===== src/hdl/ccmd_pkg.sv =====
// Shared types and codes for the channel change module dispatcher.
// Holds the channel beat structs, request and result codes, and the
// controller/datapath command and status bundles. No dependencies.
package ccmd_pkg;

  localparam int unsigned CHAN_SLOTS = 32;  // storage fixed by the 5-bit index
  localparam int unsigned SETUP_REGS = 4;   // module setup registers in the map

  typedef enum logic [1:0] {
    REQ_WRITE = 2'd0,
    REQ_READ  = 2'd1,
    REQ_STEP  = 2'd2,
    REQ_NEXT  = 2'd3
  } req_t;

  localparam logic [2:0] KIND_ACK  = 3'd0;
  localparam logic [2:0] KIND_READ = 3'd1;
  localparam logic [2:0] KIND_FIRE = 3'd2;
  localparam logic [2:0] KIND_END  = 3'd3;
  localparam logic [2:0] KIND_DONE = 3'd4;

  localparam logic [2:0] CFG_USED   = 3'd0;
  localparam logic [2:0] CFG_COUNT  = 3'd1;
  localparam logic [2:0] CFG_SETUP0 = 3'd2;
  localparam logic [2:0] CFG_SETUP3 = 3'd5;

  typedef struct packed {
    logic [1:0]  req_type;
    logic [4:0]  channel_index;
    logic [31:0] write_word;
    logic [15:0] step_time;
  } in_item_t;

  typedef struct packed {
    logic [2:0]  kind;
    logic [1:0]  fired_module;
    logic [31:0] read_word;
    logic [6:0]  round_number;
    logic        limit_reached;
    logic        last;
  } out_item_t;

  typedef struct packed {
    logic       wr;         // store write beat
    logic       rd;         // fetch read word
    logic       step;       // load step time, open step
    logic       check;      // latch hit, clear changed bits
    logic       mod_step;   // advance prescalers of mod_idx
    logic [1:0] mod_idx;
    logic       emit;
    logic [2:0] emit_kind;
    logic       emit_last;
    logic       round_inc;
  } cmd_t;

  typedef struct packed {
    logic       hit_zero;
    logic       go;
    logic       active;
    logic [2:0] mod_n;
    logic       slot_free;
  } sts_t;

endpackage


===== src/hdl/ccmd_ctrl.sv =====
// Controller of the dispatcher: one-hot sequencer that accepts requests,
// walks the modules of a round and orders result beats. Uses ccmd_pkg.
module ccmd_ctrl import ccmd_pkg::*; (
  input  logic       clk,
  input  logic       rst_n,
  input  logic       in_valid,
  input  logic [1:0] req_type,
  output logic       in_stall,
  input  sts_t       sts,
  output cmd_t       cmd
);

  typedef enum logic [5:0] {
    S_IDLE  = 6'b000001,
    S_ACK   = 6'b000010,
    S_RD    = 6'b000100,
    S_CHECK = 6'b001000,
    S_MOD   = 6'b010000,
    S_END   = 6'b100000
  } state_t;

  state_t     state_r, state_nxt;
  logic [1:0] idx_r, idx_nxt;

  assign in_stall = (state_r != S_IDLE);

  always_comb begin
    state_nxt = state_r;
    idx_nxt   = idx_r;
    cmd       = '0;
    cmd.mod_idx = idx_r;
    unique case (state_r)
      S_IDLE: begin
        if (in_valid) begin
          unique case (req_t'(req_type))
            REQ_WRITE: begin
              cmd.wr = 1'b1;
              state_nxt = S_ACK;
            end
            REQ_READ: begin
              cmd.rd = 1'b1;
              state_nxt = S_RD;
            end
            REQ_STEP: begin
              cmd.step = 1'b1;
              state_nxt = S_CHECK;
            end
            REQ_NEXT: begin
              if (sts.active) state_nxt = S_CHECK;
            end
            default: state_nxt = S_IDLE;
          endcase
        end
      end
      S_ACK, S_RD: begin
        if (sts.slot_free) begin
          cmd.emit      = 1'b1;
          cmd.emit_kind = (state_r == S_ACK) ? KIND_ACK : KIND_READ;
          cmd.emit_last = 1'b1;
          state_nxt     = S_IDLE;
        end
      end
      S_CHECK: begin
        if (sts.hit_zero) begin
          if (sts.slot_free) begin
            cmd.emit      = 1'b1;
            cmd.emit_kind = KIND_DONE;
            cmd.emit_last = 1'b1;
            state_nxt     = S_IDLE;
          end
        end else begin
          cmd.check = 1'b1;
          idx_nxt   = 2'd0;
          state_nxt = (sts.mod_n == 3'd0) ? S_END : S_MOD;
        end
      end
      S_MOD: begin
        // hold while a fire beat has no slot
        if (!sts.go || sts.slot_free) begin
          cmd.mod_step  = 1'b1;
          cmd.emit      = sts.go;
          cmd.emit_kind = KIND_FIRE;
          if ({1'b0, idx_r} == sts.mod_n - 3'd1) begin
            state_nxt = S_END;
          end else begin
            idx_nxt = idx_r + 2'd1;
          end
        end
      end
      S_END: begin
        if (sts.slot_free) begin
          cmd.emit      = 1'b1;
          cmd.emit_kind = KIND_END;
          cmd.emit_last = 1'b1;
          cmd.round_inc = 1'b1;
          state_nxt     = S_IDLE;
        end
      end
      default: state_nxt = S_IDLE;
    endcase
  end

  always_ff @(posedge clk) begin
    if (!rst_n) begin
      state_r <= S_IDLE;
      idx_r   <= 2'd0;
    end else begin
      state_r <= state_nxt;
      idx_r   <= idx_nxt;
    end
  end

endmodule


===== src/hdl/ccmd_dp.sv =====
// Datapath of the dispatcher: channel word memory, changed bits, config
// registers, per-module prescalers and the output register. Uses ccmd_pkg.
module ccmd_dp import ccmd_pkg::*; #(
  parameter int unsigned CHANNELS   = 32,
  parameter int unsigned MODULES    = 4,
  parameter int unsigned MAX_ROUNDS = 125
) (
  input  logic        clk,
  input  logic        rst_n,
  input  in_item_t    in_data,
  input  logic        cfg_valid,
  input  logic [2:0]  cfg_index,
  input  logic [63:0] cfg_data,
  input  logic        out_stall,
  output logic        out_valid,
  output out_item_t   out_data,
  input  cmd_t        cmd,
  output sts_t        sts
);

  localparam logic [31:0] CHAN_MASK = (CHANNELS >= 32) ? 32'hFFFF_FFFF
                                    : ((32'd1 << CHANNELS) - 32'd1);
  localparam logic [5:0]  CHAN_LIM  = 6'(CHANNELS);
  localparam logic [2:0]  MOD_LIM   = 3'(MODULES);
  localparam logic [6:0]  ROUND_LIM = 7'(MAX_ROUNDS);

  logic [31:0] mem [CHAN_SLOTS];
  logic [31:0] mem_vld_r;
  logic [31:0] rd_raw_r;
  logic        rd_ok_r;

  logic [31:0] used_r;
  logic [2:0]  count_r;
  logic [63:0] setup_r [SETUP_REGS];
  logic [15:0] skip_r  [SETUP_REGS];
  logic [17:0] wait_r  [SETUP_REGS];

  logic [31:0] changed_r;
  logic [31:0] hit_r;
  logic [15:0] held_r;
  logic [6:0]  round_r;
  logic        active_r;
  logic        out_valid_r;
  out_item_t   out_r;

  logic        in_range;
  logic        mem_we;
  logic [4:0]  mem_wa;
  logic [31:0] mem_wd;
  logic [31:0] hit_now;
  logic [6:0]  round_inc;
  logic        limit_next;

  logic [63:0] cur_setup;
  logic [15:0] epre, tpre, skip_inc, skip_nxt;
  logic [17:0] wait_sub, wait_nxt;
  logic        go;

  assign in_range   = {1'b0, in_data.channel_index} < CHAN_LIM;
  assign hit_now    = changed_r & used_r & CHAN_MASK;
  assign round_inc  = round_r + 7'd1;
  assign limit_next = round_inc >= ROUND_LIM;

  assign mem_we = (cmd.wr && in_range) || cmd.step;
  assign mem_wa = cmd.step ? 5'd0 : in_data.channel_index;
  assign mem_wd = cmd.step ? {16'd0, in_data.step_time} : in_data.write_word;

  always_ff @(posedge clk) begin
    if (mem_we) mem[mem_wa] <= mem_wd;
    if (cmd.rd) rd_raw_r <= mem[in_data.channel_index];
  end

  // prescaler evaluation for the module in turn
  always_comb begin
    cur_setup = setup_r[cmd.mod_idx];
    epre      = cur_setup[47:32];
    tpre      = cur_setup[63:48];
    go        = (hit_r & cur_setup[31:0]) != 32'd0;
    skip_inc  = skip_r[cmd.mod_idx] + 16'd1;
    skip_nxt  = skip_r[cmd.mod_idx];
    wait_sub  = wait_r[cmd.mod_idx] - {2'b00, held_r};
    wait_nxt  = wait_r[cmd.mod_idx];
    if (epre != 16'd0) begin
      if (skip_inc == epre) begin
        skip_nxt = 16'd0;
      end else begin
        skip_nxt = skip_inc;
        go = 1'b0;
      end
    end
    if (tpre != 16'd0) begin
      if (wait_sub[17]) begin
        wait_nxt = {2'b00, tpre};
      end else begin
        wait_nxt = wait_sub;
        go = 1'b0;
      end
    end
  end

  always_comb begin
    sts.hit_zero  = (hit_now == 32'd0);
    sts.go        = go;
    sts.active    = active_r;
    sts.mod_n     = (count_r > MOD_LIM) ? MOD_LIM : count_r;
    sts.slot_free = !out_valid_r || !out_stall;
  end

  always_ff @(posedge clk) begin
    if (!rst_n) begin
      mem_vld_r   <= '0;
      rd_ok_r     <= 1'b0;
      used_r      <= 32'd1;
      count_r     <= 3'd0;
      changed_r   <= '0;
      held_r      <= '0;
      round_r     <= '0;
      active_r    <= 1'b0;
      out_valid_r <= 1'b0;
      for (int i = 0; i < SETUP_REGS; i++) begin
        setup_r[i] <= '0;
        skip_r[i]  <= '0;
        wait_r[i]  <= '0;
      end
    end else begin
      if (cfg_valid) begin
        if (cfg_index == CFG_USED) used_r <= cfg_data[31:0];
        else if (cfg_index == CFG_COUNT) count_r <= cfg_data[2:0];
        else if (cfg_index >= CFG_SETUP0 && cfg_index <= CFG_SETUP3) begin
          setup_r[2'(cfg_index - CFG_SETUP0)] <= cfg_data;
          skip_r[2'(cfg_index - CFG_SETUP0)]  <= '0;
          wait_r[2'(cfg_index - CFG_SETUP0)]  <= {2'b00, cfg_data[63:48]};
        end
      end
      if (cmd.wr && in_range) begin
        mem_vld_r[in_data.channel_index] <= 1'b1;
        changed_r[in_data.channel_index] <= 1'b1;
      end
      if (cmd.rd) rd_ok_r <= in_range && mem_vld_r[in_data.channel_index];
      if (cmd.step) begin
        held_r       <= in_data.step_time;
        mem_vld_r[0] <= 1'b1;
        changed_r[0] <= 1'b1;
        round_r      <= '0;
        active_r     <= 1'b1;
      end
      if (cmd.check) begin
        hit_r     <= hit_now;
        changed_r <= '0;
      end
      if (cmd.mod_step) begin
        skip_r[cmd.mod_idx] <= skip_nxt;
        wait_r[cmd.mod_idx] <= wait_nxt;
      end
      if (cmd.round_inc) begin
        round_r <= round_inc;
        if (limit_next) active_r <= 1'b0;
      end
      if (cmd.emit && cmd.emit_kind == KIND_DONE) active_r <= 1'b0;
      if (cmd.emit) out_valid_r <= 1'b1;
      else if (!out_stall) out_valid_r <= 1'b0;
    end
  end

  always_ff @(posedge clk) begin
    if (cmd.emit) begin
      out_r.kind          <= cmd.emit_kind;
      out_r.fired_module  <= (cmd.emit_kind == KIND_FIRE) ? cmd.mod_idx : 2'd0;
      out_r.read_word     <= (cmd.emit_kind == KIND_READ && rd_ok_r) ? rd_raw_r : 32'd0;
      out_r.round_number  <= (cmd.emit_kind == KIND_END) ? round_inc
                           : (cmd.emit_kind == KIND_FIRE || cmd.emit_kind == KIND_DONE)
                             ? round_r : 7'd0;
      out_r.limit_reached <= (cmd.emit_kind == KIND_END) && limit_next;
      out_r.last          <= cmd.emit_last;
    end
  end

  assign out_valid = out_valid_r;
  assign out_data  = out_r;

endmodule


===== src/hdl/channel_change_module_dispatcher.sv =====
// Top level of the channel change module dispatcher.
// Joins the controller (ccmd_ctrl) and datapath (ccmd_dp); uses ccmd_pkg.
//
// Write and read requests are taken in the idle state; their single result
// beat enters the output register from the acknowledge or read state once
// an output slot is free. A round takes the request in the idle state, tests
// the changed channels in the check state, then steps each registered module
// (module_count, at most MODULES) in the module state and gives the round-end
// beat from the end state, for a step request or next-round request; an empty
// round gives its step-done beat from the check state. A new request is taken
// only once the previous one has placed its last beat in the output register;
// output stalls hold the state. Configuration writes are taken in every cycle.
module channel_change_module_dispatcher import ccmd_pkg::*; #(
  parameter int unsigned CHANNELS   = 32,
  parameter int unsigned MODULES    = 4,
  parameter int unsigned MAX_ROUNDS = 125
) (
  input  logic        clk,
  input  logic        rst_n,
  input  logic        in_valid,
  output logic        in_stall,
  input  in_item_t    in_data,
  output logic        out_valid,
  input  logic        out_stall,
  output out_item_t   out_data,
  input  logic        cfg_valid,
  output logic        cfg_ready,
  input  logic [2:0]  cfg_index,
  input  logic [63:0] cfg_data
);

  cmd_t cmd;
  sts_t sts;

  assign cfg_ready = 1'b1;

  ccmd_ctrl u_ctrl (
    .clk      (clk),
    .rst_n    (rst_n),
    .in_valid (in_valid),
    .req_type (in_data.req_type),
    .in_stall (in_stall),
    .sts      (sts),
    .cmd      (cmd)
  );

  ccmd_dp #(
    .CHANNELS   (CHANNELS),
    .MODULES    (MODULES),
    .MAX_ROUNDS (MAX_ROUNDS)
  ) u_dp (
    .clk       (clk),
    .rst_n     (rst_n),
    .in_data   (in_data),
    .cfg_valid (cfg_valid && cfg_ready),
    .cfg_index (cfg_index),
    .cfg_data  (cfg_data),
    .out_stall (out_stall),
    .out_valid (out_valid),
    .out_data  (out_data),
    .cmd       (cmd),
    .sts       (sts)
  );

endmodule


===== config.mk =====
export PLATFORM = sky130hd
export DESIGN_NAME = channel_change_module_dispatcher
export DESIGN_NICKNAME = d
export VERILOG_FILES = /design/src/hdl/ccmd_pkg.sv /design/src/hdl/ccmd_ctrl.sv /design/src/hdl/ccmd_dp.sv /design/src/hdl/channel_change_module_dispatcher.sv
export SDC_FILE = /design/constraint.sdc
export NUM_CORES = 2
export LEC_CHECK = 0
export BUFFER_PORTS_ARGS = -buffer_cell sky130_fd_sc_hd__buf_2
export CAP_MARGIN = 20
export CELL_PAD_IN_SITES_DETAIL_PLACEMENT = 0
export CELL_PAD_IN_SITES_GLOBAL_PLACEMENT = 2
export CORE_ASPECT_RATIO = 0.6
export CORE_MARGIN = 1.5
export CORE_UTILIZATION = 42
export CTS_CLUSTER_DIAMETER = 100
export DETAILED_ROUTE_END_ITERATION = 8
export GPL_ROUTABILITY_DRIVEN = 1
export HOLD_SLACK_MARGIN = 0.08
export PLACE_DENSITY = 0.75
export SETUP_SLACK_MARGIN = 0.05
export SLEW_MARGIN = 20
export SYNTH_ARGS = -nofsm -noshare
export SYNTH_HDL_FRONTEND = slang
export SYNTH_HIERARCHICAL = 1
export SYNTH_SLANG_ARGS = --single-unit

===== constraint.sdc =====
create_clock -name clk -period 9.4 [get_ports clk]
set_input_delay 0.47 -clock clk [delete_from_list [all_inputs] [get_ports clk]]
set_output_delay 0.47 -clock clk [all_outputs]
set_load 0.02 [all_outputs]

; Word level (Yosys, flattened, before mapping)
; Memory sizes are Yosys's and may differ from the RTL's. A register that Yosys moved wholly into a read port is not among the register bits.
; Cells that the tools add are included.
[word_totals]
memories = 4
inputBits = 127
regBits = 211
word_cells = 194
mem_bits_rw = 1416
out_inout_bits = 49
[classes]
n_addsub = 6
mux = 92
eq_ne = 24
bitwise = 6
magnitude_cmp = 6
reduce_logical = 36
[memory_table]
columns = name, depth, width, read_ports, rd_ports_with_merged_regs, wr, line_no
row1 = u_dp.mem, 32, 32, 1, 1, 1, ccmd_dp.sv:27  ; logic [31:0] mem [CHAN_SLOTS];
row2 = u_dp.setup_r, 4, 64, 1, 1, 4, ccmd_dp.sv:34  ; logic [63:0] setup_r [SETUP_REGS];
row3 = u_dp.wait_r, 4, 18, 1, 1, 4, ccmd_dp.sv:36  ; logic [17:0] wait_r [SETUP_REGS];
row4 = u_dp.skip_r, 4, 16, 1, 1, 4, ccmd_dp.sv:35  ; logic [15:0] skip_r [SETUP_REGS];
[ops]
columns = cell, n
row1 = $and 32x32->32, 2
row2 = $mux 16, 4
row3 = $mux 64, 1
row4 = $or 32x32->32, 2
row5 = $reduce_or 64->1, 1
row6 = $mux 18, 3
row7 = $mux 6, 8
row8 = $pmux 6 s4, 2
row9 = $mux 1, 41
row10 = $reduce_or 18->1, 2
row11 = $logic_not 32->1, 1
row12 = $mux 32, 1
row13 = $reduce_bool 16->1, 2
row14 = $reduce_bool 32->1, 1
row15 = $reduce_or 16->1, 2
row16 = $mux 2, 14
row17 = $mux 7, 4
row18 = $mux 5, 4
row19 = $sub 18x16->18, 1
row20 = $mux 17, 1
row21 = $add 16x1->16 const B, 1
row22 = $eq 16x16->1, 1
row23 = $pmux 4 s4, 1
row24 = $mux 3, 3
row25 = 43 further kinds, 67

; Longest topological paths before layout
[depth]
depth_word = 15
ltp_mapped = 30
mapped_depth_nobuf = 20

; Hierarchy
; Netlist, hierarchy kept.
[modules_own_cells]
columns = module, seq_area_each_um2, area_per_inst_um2, n_inst, cells_per_inst
row1 = ccmd_dp, 48326.3, 67154.4, 1, 3872
row2 = ccmd_ctrl, 160.2, 752.0, 1, 89
row3 = channel_change_module_dispatcher, 0.0, 11.3, 1, 2

; Worst setup path after synthesis
; No wires, ideal clock.
[synth_path]
kind = reg2reg
start = register u_ctrl/idx_r[0] (netlist name)
end = register u_dp.active_r
arrival_time_ps = 9021
path_buffers = 9
required_time_ps = 9056
path_stages_with_launch = 22
setup_time_ps = 344
period_less_slack_ps = 9364
setup_slack_ps = 36
cell_sequence = dfxtp_1 > buf_6 > buf_6 > buf_6 > buf_4 > buf_6 > buf_2 > buf_2 > mux4_2 > ha_1 > o21a_1 > o21ai_0 > a21oi_1 > a2111o_1 > a2111oi_2 > nor3_4 > buf_6 > a211oi_1 > buf_4 > nand2_1 > a211oi_1 > a221oi_1
[synth_rtl]
columns = item, line_no
row1 = "end signal, assigned", ccmd_dp.sv:118  ; active_r <= 1'b0;
row2 = "end signal, assigned", ccmd_dp.sv:145  ; active_r <= 1'b1;
row3 = "end signal, assigned", ccmd_dp.sv:157  ; if (limit_next) active_r <= 1'b0;
row4 = "end, declared", ccmd_dp.sv:42  ; logic active_r;

==> results_dict.tcl <==
set metrics [dict create \
    regToRegSetupSlack_ns 2.08 \
    postSynthAreaPerCell_sq_um 17.1 \
    fin_crit_ns 7.32 \
    startpoint_type "register" \
    synth_warnings 6 \
    post-place-cells 6146 \
    crit_family "simple AND/OR/NAND/NOR gates" \
    clock_path_buffers 3 \
    drtIter0Drc 4823 \
    grt_pass1_vias 37600 \
    place.port_buffers 174 \
    p_comb_share_pct 5.5 \
    place_congestion 0.827 \
    cts.sinks 1659 \
    status "finished clean" \
    power.share.clock_pct 41.8 \
    die_area_sq_mm 0.164 \
    hold-worst-slack_ns 0.188 \
    drv_cap 0 \
    ys_seq_area_share_pct 71.4 \
    slowest_stage "dfxtp_4" \
    wire_per_inst_um 29.4 \
    core_area_sq_mm 0.161 \
    finalInstanceArea_sq_mm 0.0778 \
    rsz0062_at_grt "false" \
    cp.arrival_ns 7.83 \
    synth.area.top_cells "edfxtp_1 (67%), mux4_2 (12%), dfxtp_1 (3.9%)" \
    vias_per_cell 5.92 \
    fin_tns_setup_ns 0 \
    critPathMaxFanout 32 \
    cts_buffers 154 \
    slew-limit-headroom_pct 26.9 \
    vias 38500 \
    post_cts_buffers 0 \
    crit_chain "mux2_2 -> o21ai_0 -> inv_1 -> ha_1 -> nor2b_1 -> o2111ai_1 -> nand3_1 -> a2111o_1 -> a2111oi_2 -> nor3_4 -> buf_4 -> a211oi_1 -> nor2b_1 -> nor3_4 -> nand2_1 -> nor2_1 -> nand2_1 -> nand3_2 -> buf_4" \
    synth_top_cell_by_area "edfxtp_1" \
    synth_top_cell_area_share_pct 67.5 \
    synth_edf_count 1526 \
    yosys-top-cells-count "edfxtp_1 (1,526), mux4_2 (359), and2_1 (314)" \
    start_util_pct 42.3 \
    post_dp_cell_area_sq_mm 0.0717 \
    fin_cells 6501 \
    boundaryPins 176 \
    peakVddDrop_mv 0.233 \
    hold_viol_final 0 \
    synth_ff_type "edfxtp_1" \
    synth.most_common_cell "edfxtp_1" \
    p_sw_uw 3370 \
    synth_area_sq_mm 0.0679 \
    cts-resized-gates 0 \
    setup_violations 0 \
    worstMarginPinSlew_ns 1.09 \
    swShare_pct 21.5 \
    rows 114 \
    required_ns 9.91 \
    power.internal_uw 12300 \
    p_leak_uw 0.0251 \
    syn-num-nets 4112 \
    final_nets 4382 \
    timing.critical_path.buf_inv 3 \
    wirelength_um 191000 \
    hpwl_um 106000 \
    drive_gt1_share_pct 22.9 \
    post-place-ws_ns 2.12 \
    async_flop_share_pct 0 \
    synth_seq_cells 1659 \
    die_h_um 314 \
    crit_path_end_kind "register" \
    fin_crit_sh_pct 77.9 \
    cp_slowest_stage_delay_ns 0.78 \
    drc 0 \
    clk_pin_slew_ns 0.06 \
    fin_skew_ns 0.0374 \
    synthCells 3963 \
    finalMaxSlewViolations 0 \
    max_freq_mhz 137 \
    grt_max_degree 105 \
    antenna_found_initial 8 \
    pwr_density_cell_mw_per_mm2 201 \
    grt_pass1_wl_um 274000 \
    seqPwrFrac_pct 52.7 \
    min_path_type "in -> reg" \
    finalWorstSetupSlack_ns 2.08 \
    drt_first_pass_iters 8 \
    clkLatencyLatePin_ns 0.81 \
    nFillCells 13300 \
    syn2layout_area_growth_pct 14.6 \
    cts_tree "yes" \
    grt_overflow 0 \
    grtUsageTotal_pct 23.2 \
    htreeDepth 4 \
    clockRootBuffer "clkbuf_16" \
    path_class "reg -> reg" \
    ant_nets 0 \
    die_x_um 522 \
    synth.distinct_cells 86 \
]
==> layout make-up <==
cell class                 count  area (sq um)  share of cell area [%]
sequential                  1659         48500                    62.3
multi-input combinational   1994         18700                    24.0
clock buffer                 195          4260                    5.47
tap                         2146          2690                    3.45
timing repair buffer         353          2470                    3.17
clock inverter                82           971                    1.25
inverter                      71           267                   0.342
antenna                        1          2.50                 0.00321
==> registers in the layout, indices dropped and copies added, names as in the netlist <==
signal          cells
u_dp/changed_r     32
u_dp/active_r       1
u_dp/out_data      46
u_dp/wait_r        72
u_ctrl/state_r      6
u_ctrl/idx_r        2
u_dp/mem         1024
u_dp/used_r        32
u_dp/round_r        7
u_dp/count_r        3
u_dp/rd_ok_r        1
u_dp/out_valid      1
u_dp/hit_r         32
u_dp/setup_r      256
u_dp/mem_vld_r     32
u_dp/rd_raw_r      32
u_dp/skip_r        64
u_dp/held_r        16
==> layer usage <==
metal  vias to the layer above  global-route usage (%)  wire (um)
met1                     20300                    36.3      88300
li1                      16300                       -          -
met3                       216                    4.47      16600
met5                         -                       0         37
met2                      1688                    33.6      83100
met4                         6                    4.91       2960
==> stage by stage <==
step           utilization [%]  power, uW
2_1_floorplan                -       8920
3_3_place_gp              44.6       9240
3_5_place_dp              44.6       9250
4_1_cts                   48.3      15800
5_1_grt                   48.4      16100
6_report                  48.4      15700
==> kinds of logic (layout without fill, tap and decap cells) <==
logic type               after synthesis  count (layout)  share of synthesized area (%)
buffers and inverters                310             701                           1.87
other                                  1               2                        0.00552
flip-flops                          1659            1659                           71.4
adder cells (fa/ha/maj)               22              22                          0.416
AND/OR/NAND/NOR                      982             982                           7.83
multiplexers                         385             385                           12.3
XOR/XNOR                              37              37                          0.477
AO/OA/AOI/OAI                        567             567                           5.71
==> placed cells by master, fill, tap and decap left out, types with 18 or more instances in the layout <==
cell	n
nor2b_1	29
o31ai_1	18
buf_4	101
mux2i_1	21
clkbuf_1	25
clkinv_1	24
o22ai_1	52
a22oi_1	179
a31oi_1	22
dlygate4sd3_1	75
nand4_1	49
o21ai_0	72
edfxtp_1	1526
a21boi_0	35
o21ai_1	20
and2_1	312
nand3_1	33
nor3_1	24
xnor2_1	22
clkbuf_16	162
nand2_1	199
a21oi_1	45
bufinv_16	21
nor3_2	34
inv_1	69
mux4_2	359
clkinv_2	24
nor2_1	148
dfxtp_1	131
buf_2	171
ha_1	21
o21a_1	35
==> what timing repair did <==
| action | CTS | global route |
|---|---|---|
| endpoints found under the setup margin | 0 | 0 |
| hold endpoints to repair | 286 | 0 |
| hold buffers | 75 | 0 |
==> power by group through the flow <==
stage | Sequential [uW] | Combinational, uW | Clock, uW
6_report | 8260 | 863 | 6550
5_1_grt | 8270 | 927 | 6940
4_1_cts | 8260 | 855 | 6670
3_5_place_dp | 8420 | 828 | 0
3_3_place_gp | 8420 | 819 | 0
2_1_floorplan | 8410 | 511 | 0
==> final timing paths <==
check,end,from,depth (start not counted)
max,u_dp/skip_r[2][14],u_ctrl/idx_r[0],19
min reg2reg,u_dp/used_r[11],u_dp/used_r[11],2
min,u_dp/mem[18][28],in_data[44],2
max reg2reg,u_dp/skip_r[2][14],u_ctrl/idx_r[0],19
Power figures use the tool's default switching activity.
